`src/rtl/tfd_pkg.sv`:
```
// ----------------------------------------------------------------------------
// tfd_pkg
// types and constants of the tracker frame deframer
// ----------------------------------------------------------------------------
package tfd_pkg;

  localparam int unsigned ByteW   = 8;
  localparam int unsigned PosW    = 4;
  localparam int unsigned CfgIdxW = 1;

  localparam logic [ByteW-1:0] HdrStart = 8'd201;
  localparam logic [ByteW-1:0] HdrMid   = 8'd202;
  localparam logic [ByteW-1:0] HdrLate  = 8'd203;
  localparam logic [ByteW-1:0] YBias    = 8'd100;
  localparam logic [ByteW-1:0] YMaxByte = 8'd199;

  localparam logic [ByteW-1:0] BallMaxXRst = 8'd150;
  localparam logic [ByteW-1:0] GoalMaxXRst = 8'd200;

  typedef enum logic [CfgIdxW-1:0] {
    CfgBallMaxX = 1'b0,
    CfgGoalMaxX = 1'b1
  } cfg_idx_e;

  typedef enum logic [PosW-1:0] {
    PosHunt   = 4'd0,
    PosBallX  = 4'd1,
    PosBallY  = 4'd2,
    PosMid    = 4'd3,
    PosYelX   = 4'd4,
    PosYelY   = 4'd5,
    PosLate   = 4'd6,
    PosBlueX  = 4'd7,
    PosBlueY  = 4'd8
  } pos_e;

  typedef logic [ByteW-1:0] link_t;

  typedef struct packed {
    logic              ball_updated;
    logic [ByteW-1:0]  ball_x;
    logic signed [7:0] ball_y;
    logic              yellow_updated;
    logic [ByteW-1:0]  yellow_x;
    logic signed [7:0] yellow_y;
    logic              blue_updated;
    logic [ByteW-1:0]  blue_x;
    logic signed [7:0] blue_y;
  } res_t;

  function automatic logic obj_ok(logic [ByteW-1:0] xb, logic [ByteW-1:0] yb,
                                  logic [ByteW-1:0] limit);
    obj_ok = (xb != '0) && (xb <= limit) && (yb != '0) && (yb <= YMaxByte);
  endfunction

  function automatic logic signed [7:0] y_of(logic [ByteW-1:0] yb);
    y_of = signed'(yb - YBias);
  endfunction

endpackage

```
`src/rtl/tfd_stream_if.sv`:
```
// ----------------------------------------------------------------------------
// tfd_stream_if
// valid/ready channel carrying one payload per transaction
// ----------------------------------------------------------------------------
interface tfd_stream_if #(
  parameter type T = logic [7:0]
) ();
  logic valid;
  logic ready;
  T     data;

  modport source (output valid, output data, input ready);
  modport sink (input valid, input data, output ready);
endinterface

```
`src/rtl/tracker_frame_deframer.sv`:
```
// ----------------------------------------------------------------------------
// tracker_frame_deframer
// object position deframer for a camera byte link
// ----------------------------------------------------------------------------
// in_i carries one link byte per transaction. the block hunts for the 201
// header, then collects eight frame bytes with inner headers 202 and 203.
// a good frame gives one transaction on out_o with the update flags and
// the held last-good ball, yellow and blue positions; a bad frame gives none.
// one byte is taken every cycle that in_i.ready is high; the result of a
// frame appears on out_o from a single output register in the cycle after
// its last byte is accepted. in_i.ready drops only while the last byte of
// a frame is due and a previous result is still held in that register by
// a stalled receiver; all other bytes keep flowing during the stall.
// cfg_we_i/cfg_idx_i/cfg_data_i write the ball and goal x limits
// (index 0 and 1); write them only while the block is idle.
// reset returns to hunting, clears the held positions to zero, empties the
// output register and loads the limits with 150 and 200.
// ----------------------------------------------------------------------------
module tracker_frame_deframer
  import tfd_pkg::*;
(
  input  logic               clk_i,
  input  logic               rst_ni,
  input  logic               cfg_we_i,
  input  logic [CfgIdxW-1:0] cfg_idx_i,
  input  logic [ByteW-1:0]   cfg_data_i,
  tfd_stream_if.sink         in_i,
  tfd_stream_if.source       out_o
);

  logic [ByteW-1:0] ball_max_q, goal_max_q;
  logic [PosW-1:0]  pos_q, pos_d;
  logic             bad_q, bad_d;
  logic [ByteW-1:0] cap_q [5];
  logic             out_valid_q, out_valid_d;
  res_t             res_q, res_d;
  logic             in_acc, frame_end;
  link_t            b;

  assign b        = in_i.data;
  assign in_i.ready = !(out_valid_q && !out_o.ready && (pos_q == PosBlueY));
  assign in_acc   = in_i.valid && in_i.ready;
  assign frame_end = in_acc && (pos_q == PosBlueY) && !bad_q;

  always_ff @(posedge clk_i or negedge rst_ni) begin
    if (!rst_ni) begin
      ball_max_q <= BallMaxXRst;
      goal_max_q <= GoalMaxXRst;
    end else if (cfg_we_i) begin
      unique case (cfg_idx_e'(cfg_idx_i))
        CfgBallMaxX: ball_max_q <= cfg_data_i;
        CfgGoalMaxX: goal_max_q <= cfg_data_i;
        default: ;
      endcase
    end
  end

  always_comb begin
    pos_d = pos_q;
    bad_d = bad_q;
    if (in_acc) begin
      unique case (pos_e'(pos_q))
        PosHunt: begin
          if (b == HdrStart) begin
            pos_d = PosBallX;
            bad_d = 1'b0;
          end
        end
        PosMid: begin
          if (b != HdrMid) bad_d = 1'b1;
          pos_d = pos_q + 1'b1;
        end
        PosLate: begin
          if (b != HdrLate) bad_d = 1'b1;
          pos_d = pos_q + 1'b1;
        end
        PosBallX, PosBallY, PosYelX, PosYelY, PosBlueX: pos_d = pos_q + 1'b1;
        PosBlueY: pos_d = PosHunt;
        default: pos_d = PosHunt;
      endcase
    end
  end

  always_ff @(posedge clk_i or negedge rst_ni) begin
    if (!rst_ni) begin
      pos_q <= PosHunt;
      bad_q <= 1'b0;
    end else begin
      pos_q <= pos_d;
      bad_q <= bad_d;
    end
  end

  always_ff @(posedge clk_i) begin
    if (in_acc) begin
      case (pos_e'(pos_q))
        PosBallX: cap_q[0] <= b;
        PosBallY: cap_q[1] <= b;
        PosYelX:  cap_q[2] <= b;
        PosYelY:  cap_q[3] <= b;
        PosBlueX: cap_q[4] <= b;
        default: ;
      endcase
    end
  end

  always_comb begin
    res_d       = res_q;
    out_valid_d = out_valid_q && !out_o.ready;
    if (frame_end) begin
      out_valid_d          = 1'b1;
      res_d.ball_updated   = obj_ok(cap_q[0], cap_q[1], ball_max_q);
      res_d.yellow_updated = obj_ok(cap_q[2], cap_q[3], goal_max_q);
      res_d.blue_updated   = obj_ok(cap_q[4], b, goal_max_q);
      if (res_d.ball_updated) begin
        res_d.ball_x = cap_q[0];
        res_d.ball_y = y_of(cap_q[1]);
      end
      if (res_d.yellow_updated) begin
        res_d.yellow_x = cap_q[2];
        res_d.yellow_y = y_of(cap_q[3]);
      end
      if (res_d.blue_updated) begin
        res_d.blue_x = cap_q[4];
        res_d.blue_y = y_of(b);
      end
    end
  end

  always_ff @(posedge clk_i or negedge rst_ni) begin
    if (!rst_ni) begin
      out_valid_q <= 1'b0;
      res_q       <= '0;
    end else begin
      out_valid_q <= out_valid_d;
      res_q       <= res_d;
    end
  end

  assign out_o.valid = out_valid_q;
  assign out_o.data  = res_q;

`ifndef SYNTHESIS
  a_pos_range: assert property (@(posedge clk_i) disable iff (!rst_ni)
    pos_q <= PosBlueY)
    else $error("frame position out of range");

  a_stall_only_at_end: assert property (@(posedge clk_i) disable iff (!rst_ni)
    !in_i.ready |-> (pos_q == PosBlueY) && out_valid_q)
    else $error("input stalled away from the frame end");

  a_frame_gives_result: assert property (@(posedge clk_i) disable iff (!rst_ni)
    frame_end |=> out_valid_q)
    else $error("good frame gave no result");

  a_ball_x_nonzero: assert property (@(posedge clk_i) disable iff (!rst_ni)
    out_valid_q && res_q.ball_updated |-> res_q.ball_x != '0)
    else $error("ball updated with zero distance");

  a_blue_y_range: assert property (@(posedge clk_i) disable iff (!rst_ni)
    out_valid_q |-> (res_q.blue_y > -8'sd100) && (res_q.blue_y < 8'sd100))
    else $error("blue lateral offset out of range");
`endif

endmodule

```
`src/flat_wrapper.sv`:
```
// flat-port wrapper written by rule: the top's interface ports become plain ports
module tracker_frame_deframer_flat import tfd_pkg::*;
  (clk_i, rst_ni, cfg_we_i, cfg_idx_i, cfg_data_i, in_i_valid, in_i_data, in_i_ready, out_o_valid, out_o_data, out_o_ready);
  tfd_stream_if #(.T(link_t)) in_i_i ();
  tfd_stream_if #(.T(res_t)) out_o_i ();
  input  logic clk_i;
  input  logic rst_ni;
  input  logic cfg_we_i;
  input  logic [CfgIdxW-1:0] cfg_idx_i;
  input  logic [ByteW-1:0] cfg_data_i;
  input wire logic [$bits(in_i_i.valid)-1:0] in_i_valid;
  input wire logic [$bits(in_i_i.data)-1:0] in_i_data;
  output wire logic [$bits(in_i_i.ready)-1:0] in_i_ready;
  output wire logic [$bits(out_o_i.valid)-1:0] out_o_valid;
  output wire logic [$bits(out_o_i.data)-1:0] out_o_data;
  input wire logic [$bits(out_o_i.ready)-1:0] out_o_ready;
  assign in_i_i.valid = in_i_valid;
  assign in_i_i.data = in_i_data;
  assign in_i_ready = in_i_i.ready;
  assign out_o_valid = out_o_i.valid;
  assign out_o_data = out_o_i.data;
  assign out_o_i.ready = out_o_ready;
  tracker_frame_deframer u_core (.clk_i(clk_i), .rst_ni(rst_ni), .cfg_we_i(cfg_we_i), .cfg_idx_i(cfg_idx_i), .cfg_data_i(cfg_data_i), .in_i(in_i_i), .out_o(out_o_i));
endmodule
```
`config.mk`:
```
export PLATFORM = sky130hd
export DESIGN_NAME = tracker_frame_deframer_flat
export DESIGN_NICKNAME = d
export VERILOG_FILES = /design/src/rtl/tfd_pkg.sv /design/src/rtl/tfd_stream_if.sv /design/src/rtl/tracker_frame_deframer.sv /design/src/flat_wrapper.sv
export SDC_FILE = /design/constraint.sdc
export NUM_CORES = 1
export LEC_CHECK = 0
export BUFFER_PORTS_ARGS = -buffer_cell sky130_fd_sc_hd__buf_2
export CORE_UTILIZATION = 40
export DETAILED_ROUTE_END_ITERATION = 8
export RECOVER_POWER = 25
export SLEW_MARGIN = 20
export SYNTH_ARGS = -nofsm -noshare
export SYNTH_HDL_FRONTEND = slang
export SYNTH_SLANG_ARGS = --single-unit
```
`constraint.sdc`:
```
create_clock -name clk_i -period 3 [get_ports clk_i]
set_input_delay 0.6 -clock clk_i [delete_from_list [all_inputs] [get_ports clk_i]]
set_output_delay 0.6 -clock clk_i [all_outputs]
set_load 0.1 [all_outputs]
```
==> metrics.txt <==
# setup viols final 0; CTS tree done; Crit-path slowest cell or4b_4; Top-Level Pins 75; crit-path max cell delay between 700 and 800 ps; Reg clk slew, reported paths around 50 ps; Synth Warn # 0; Vias ~3400; CTS max path bufs 2; DP HPWL between 8000 and 9000 um; H-Tree Level Count 4; die width 117 um; Die Span Y ~120 um; FP Rows 41; RR Endpoint u_core.out_o.data[41]$_DFFE_PN0P_; Root Buffer clkbuf_16; setup TNS 0 ps; number of gates resized after CTS 0; Layout area overhead 22.8%; Synth Instances a little under 400; crit path cell chain inv_1 -> ha_1 -> nand3b_4 -> o21ai_2 -> or3_1 -> or4b_4 -> mux2_1; layout cell share with drive strength beyond 1 0.307; Worst Hold Class input pin to flip-flop; Tmin final around 2600 ps; flop2flop setup slack ~370 ps; fmax 0.381 GHz; largest net degree at the start of global routing 42; netlist area before placement between 5000 and 6000 um2; initial drt markers between 100 and 150; syn_nets ~440; max_slew headroom -0.192; Setup crit end kind flip-flop; Worst Hold Path EP u_core.ball_max_q[2]$_DFFE_PN1P_; setup ws final around 370 ps; async set-reset flop share out of synthesis 0.646; crit start category flip-flop; clk_skew between 7 and 8 ps; post-CTS setup buffers 0; initial antenna violation count 0; vias in the first global route between 3000 and 4000; first-pass GRT wire length approximately 18000 um; hold path start cfg_data_i[2]; fin area 6510 um2; Congestion Overflow GR 0; via/cell ratio slightly above 5; RD Place Congestion between 0.8 and 0.9; CTS sink count 113; Max Cap Viol 1; Placeable Area approximately 13000 um2; Max Slew Vio Count 33; RSZ-0062 raised after global routing false; synthesis-stage register bit count 113; R2R Path Start u_core.pos_q[0]$_DFFE_PN0P_; WHS Path Cells 3; Starting Density 0.415; EDFF count, synth 40; R2R cell count 7; drt first pass iters 4; final net count 533; hold buffers post-CTS 0; All-Layer GR Usage 0.176; WP data arrival about 2900 ps; Post-DRT Antenna Nets 0; status finished with violations; Die Footprint 13700 um2; CP Max Fanout 17; Worst Tran Pin Value about 1800 ps; final hold viol count 0; clk_lat worst skew around 400 ps; pre-CTS WS around 290 ps; Post-Route WL between 10000 and 15000 um; period utilization 0.875; number of diodes 0; failing checks capacitance limit, slew limit; CP Class flip-flop to flip-flop; Avg Cell Area, Syn roughly 14 um2; top_reg_cell synth dfrtp_1; number of I/O port buffers between 70 and 80; Critical Path RT about 3300 ps; Seq/Total Area, Yosys 0.573; post-synth cell types 50; DRC errors left 0; clock buffer count from CTS 17; Placed Area 5850 um2; Avg WL per Cell around 17 um
==> how the worst max path moves through the flow <==
stage | to | slack, ps | startpoint
2_1_floorplan | u_core.out_o.data[17]$_DFFE_PN0P_ | 240 | u_core.out_o.valid$_DFF_PN0_
3_3_place_gp | u_core.out_o.data[5]$_DFFE_PN0P_ | 340 | in_i_data[2]
3_5_place_dp | u_core.out_o.data[1]$_DFFE_PN0P_ | 290 | in_i_data[2]
4_1_cts | u_core.out_o.data[29]$_DFFE_PN0P_ | 370 | u_core.pos_q[0]$_DFFE_PN0P_
5_1_grt | u_core.out_o.data[28]$_DFFE_PN0P_ | 260 | u_core.pos_q[0]$_DFFE_PN0P_
6_report | u_core.out_o.data[41]$_DFFE_PN0P_ | 370 | u_core.pos_q[0]$_DFFE_PN0P_
==> registers in the layout, summed over array words and instances, names as in the netlist <==
register,flops
u_core.out_o.data,51
u_core.cap_q,40
u_core.ball_max_q,8
u_core.goal_max_q,8
u_core.pos_q,4
u_core.bad_q,1
u_core.out_o.valid,1
==> stage by stage <==
stage | util | hold WS (ps) | instances
after floorplan | - | 304 | 387
after global routing | 0.509 | 430 | 661
after global placement | 0.458 | 467 | 629
after CTS | 0.511 | 278 | 661
after detailed placement | 0.458 | 468 | 629
final | 0.509 | 421 | 661
==> cells by family (layout without fill, tap and decap cells) <==
| group | after synthesis | count (layout) | synth area share |
|---|---|---|---|
| xor+xnor | 12 | 12 | 0.0198 |
| flops | 113 | 113 | 0.573 |
| simple gates | 72 | 72 | 0.0810 |
| buf+inv | 41 | 143 | 0.0385 |
| fa+ha+maj | 35 | 35 | 0.0826 |
| compound gates | 57 | 57 | 0.0736 |
| mux | 57 | 57 | 0.132 |
==> placed cells by master (no fill, tap or decap), types with 5 or more instances in the layout <==
cell       netlist  routed
clkbuf_1         1      14
clkbuf_16        0      18
a41oi_1          6       6
mux2_2          24      24
nor4_1           9       9
inv_1           33      33
dfstp_2          7       7
buf_2            1      64
xor2_1           6       6
nand4_1          7       7
xnor2_1          6       6
mux2_1          14      14
edfxtp_1        40      40
bufinv_16        0       5
mux2_4          16      16
ha_1            35      35
nor2_1           5       5
a21oi_1         12      12
dfrtp_1         66      66
o21ai_0         20      20
nor2b_1          5       5
nand2_1         18      18
==> worst max-delay path, delay by kind of cell (launching register included) <==
kind	cells	cell delay, ps
AOI/OAI and AO/OA	1	70
adders and majority gates	1	290
buffers and inverters	1	100
DFF	1	430
muxes	1	360
and+or+nand+nor	3	1240
==> synth_stat cells, types with 5 or more instances <==
cell      count  area [um2]
mux2_4       16         240
mux2_1       14         158
nor4_1        9        56.3
dfrtp_1      66        1650
edfxtp_1     40        1200
nor2b_1       5        31.3
dfstp_2       7         184
nand2_1      18        67.6
ha_1         35         438
xnor2_1       6        52.6
nand4_1       7        43.8
a21oi_1      12        60.1
mux2_2       24         270
nor2_1        5        18.8
a41oi_1       6        52.6
xor2_1        6        52.6
o21ai_0      20         100
inv_1        33         124
==> per-layer routing <==
| metal | vias to the layer above | global-route usage | share of wire |
|---|---|---|---|
| met4 | 0 | 0.0793 | 0.017 |
| li1 | 1600 | - | - |
| met3 | 17 | 0.0396 | 0.034 |
| met1 | 1689 | 0.230 | 0.47 |
| met5 | - | 0 | 0 |
| met2 | 85 | 0.281 | 0.47 |
==> cell type report <==
| type | count | area (um2) |
|---|---|---|
| repair buffers | 78 | 397 |
| multi-input cells | 233 | 2060 |
| clock buffers | 24 | 503 |
| clock inverters | 8 | 171 |
| flip-flops and latches | 113 | 3040 |
| fillers | 1101 | 6270 |
| inverters | 33 | 124 |
| well taps | 172 | 215 |
Power is not shown: default switching activity piles up to over one toggle a cycle in this logic, so the estimate is an artifact.
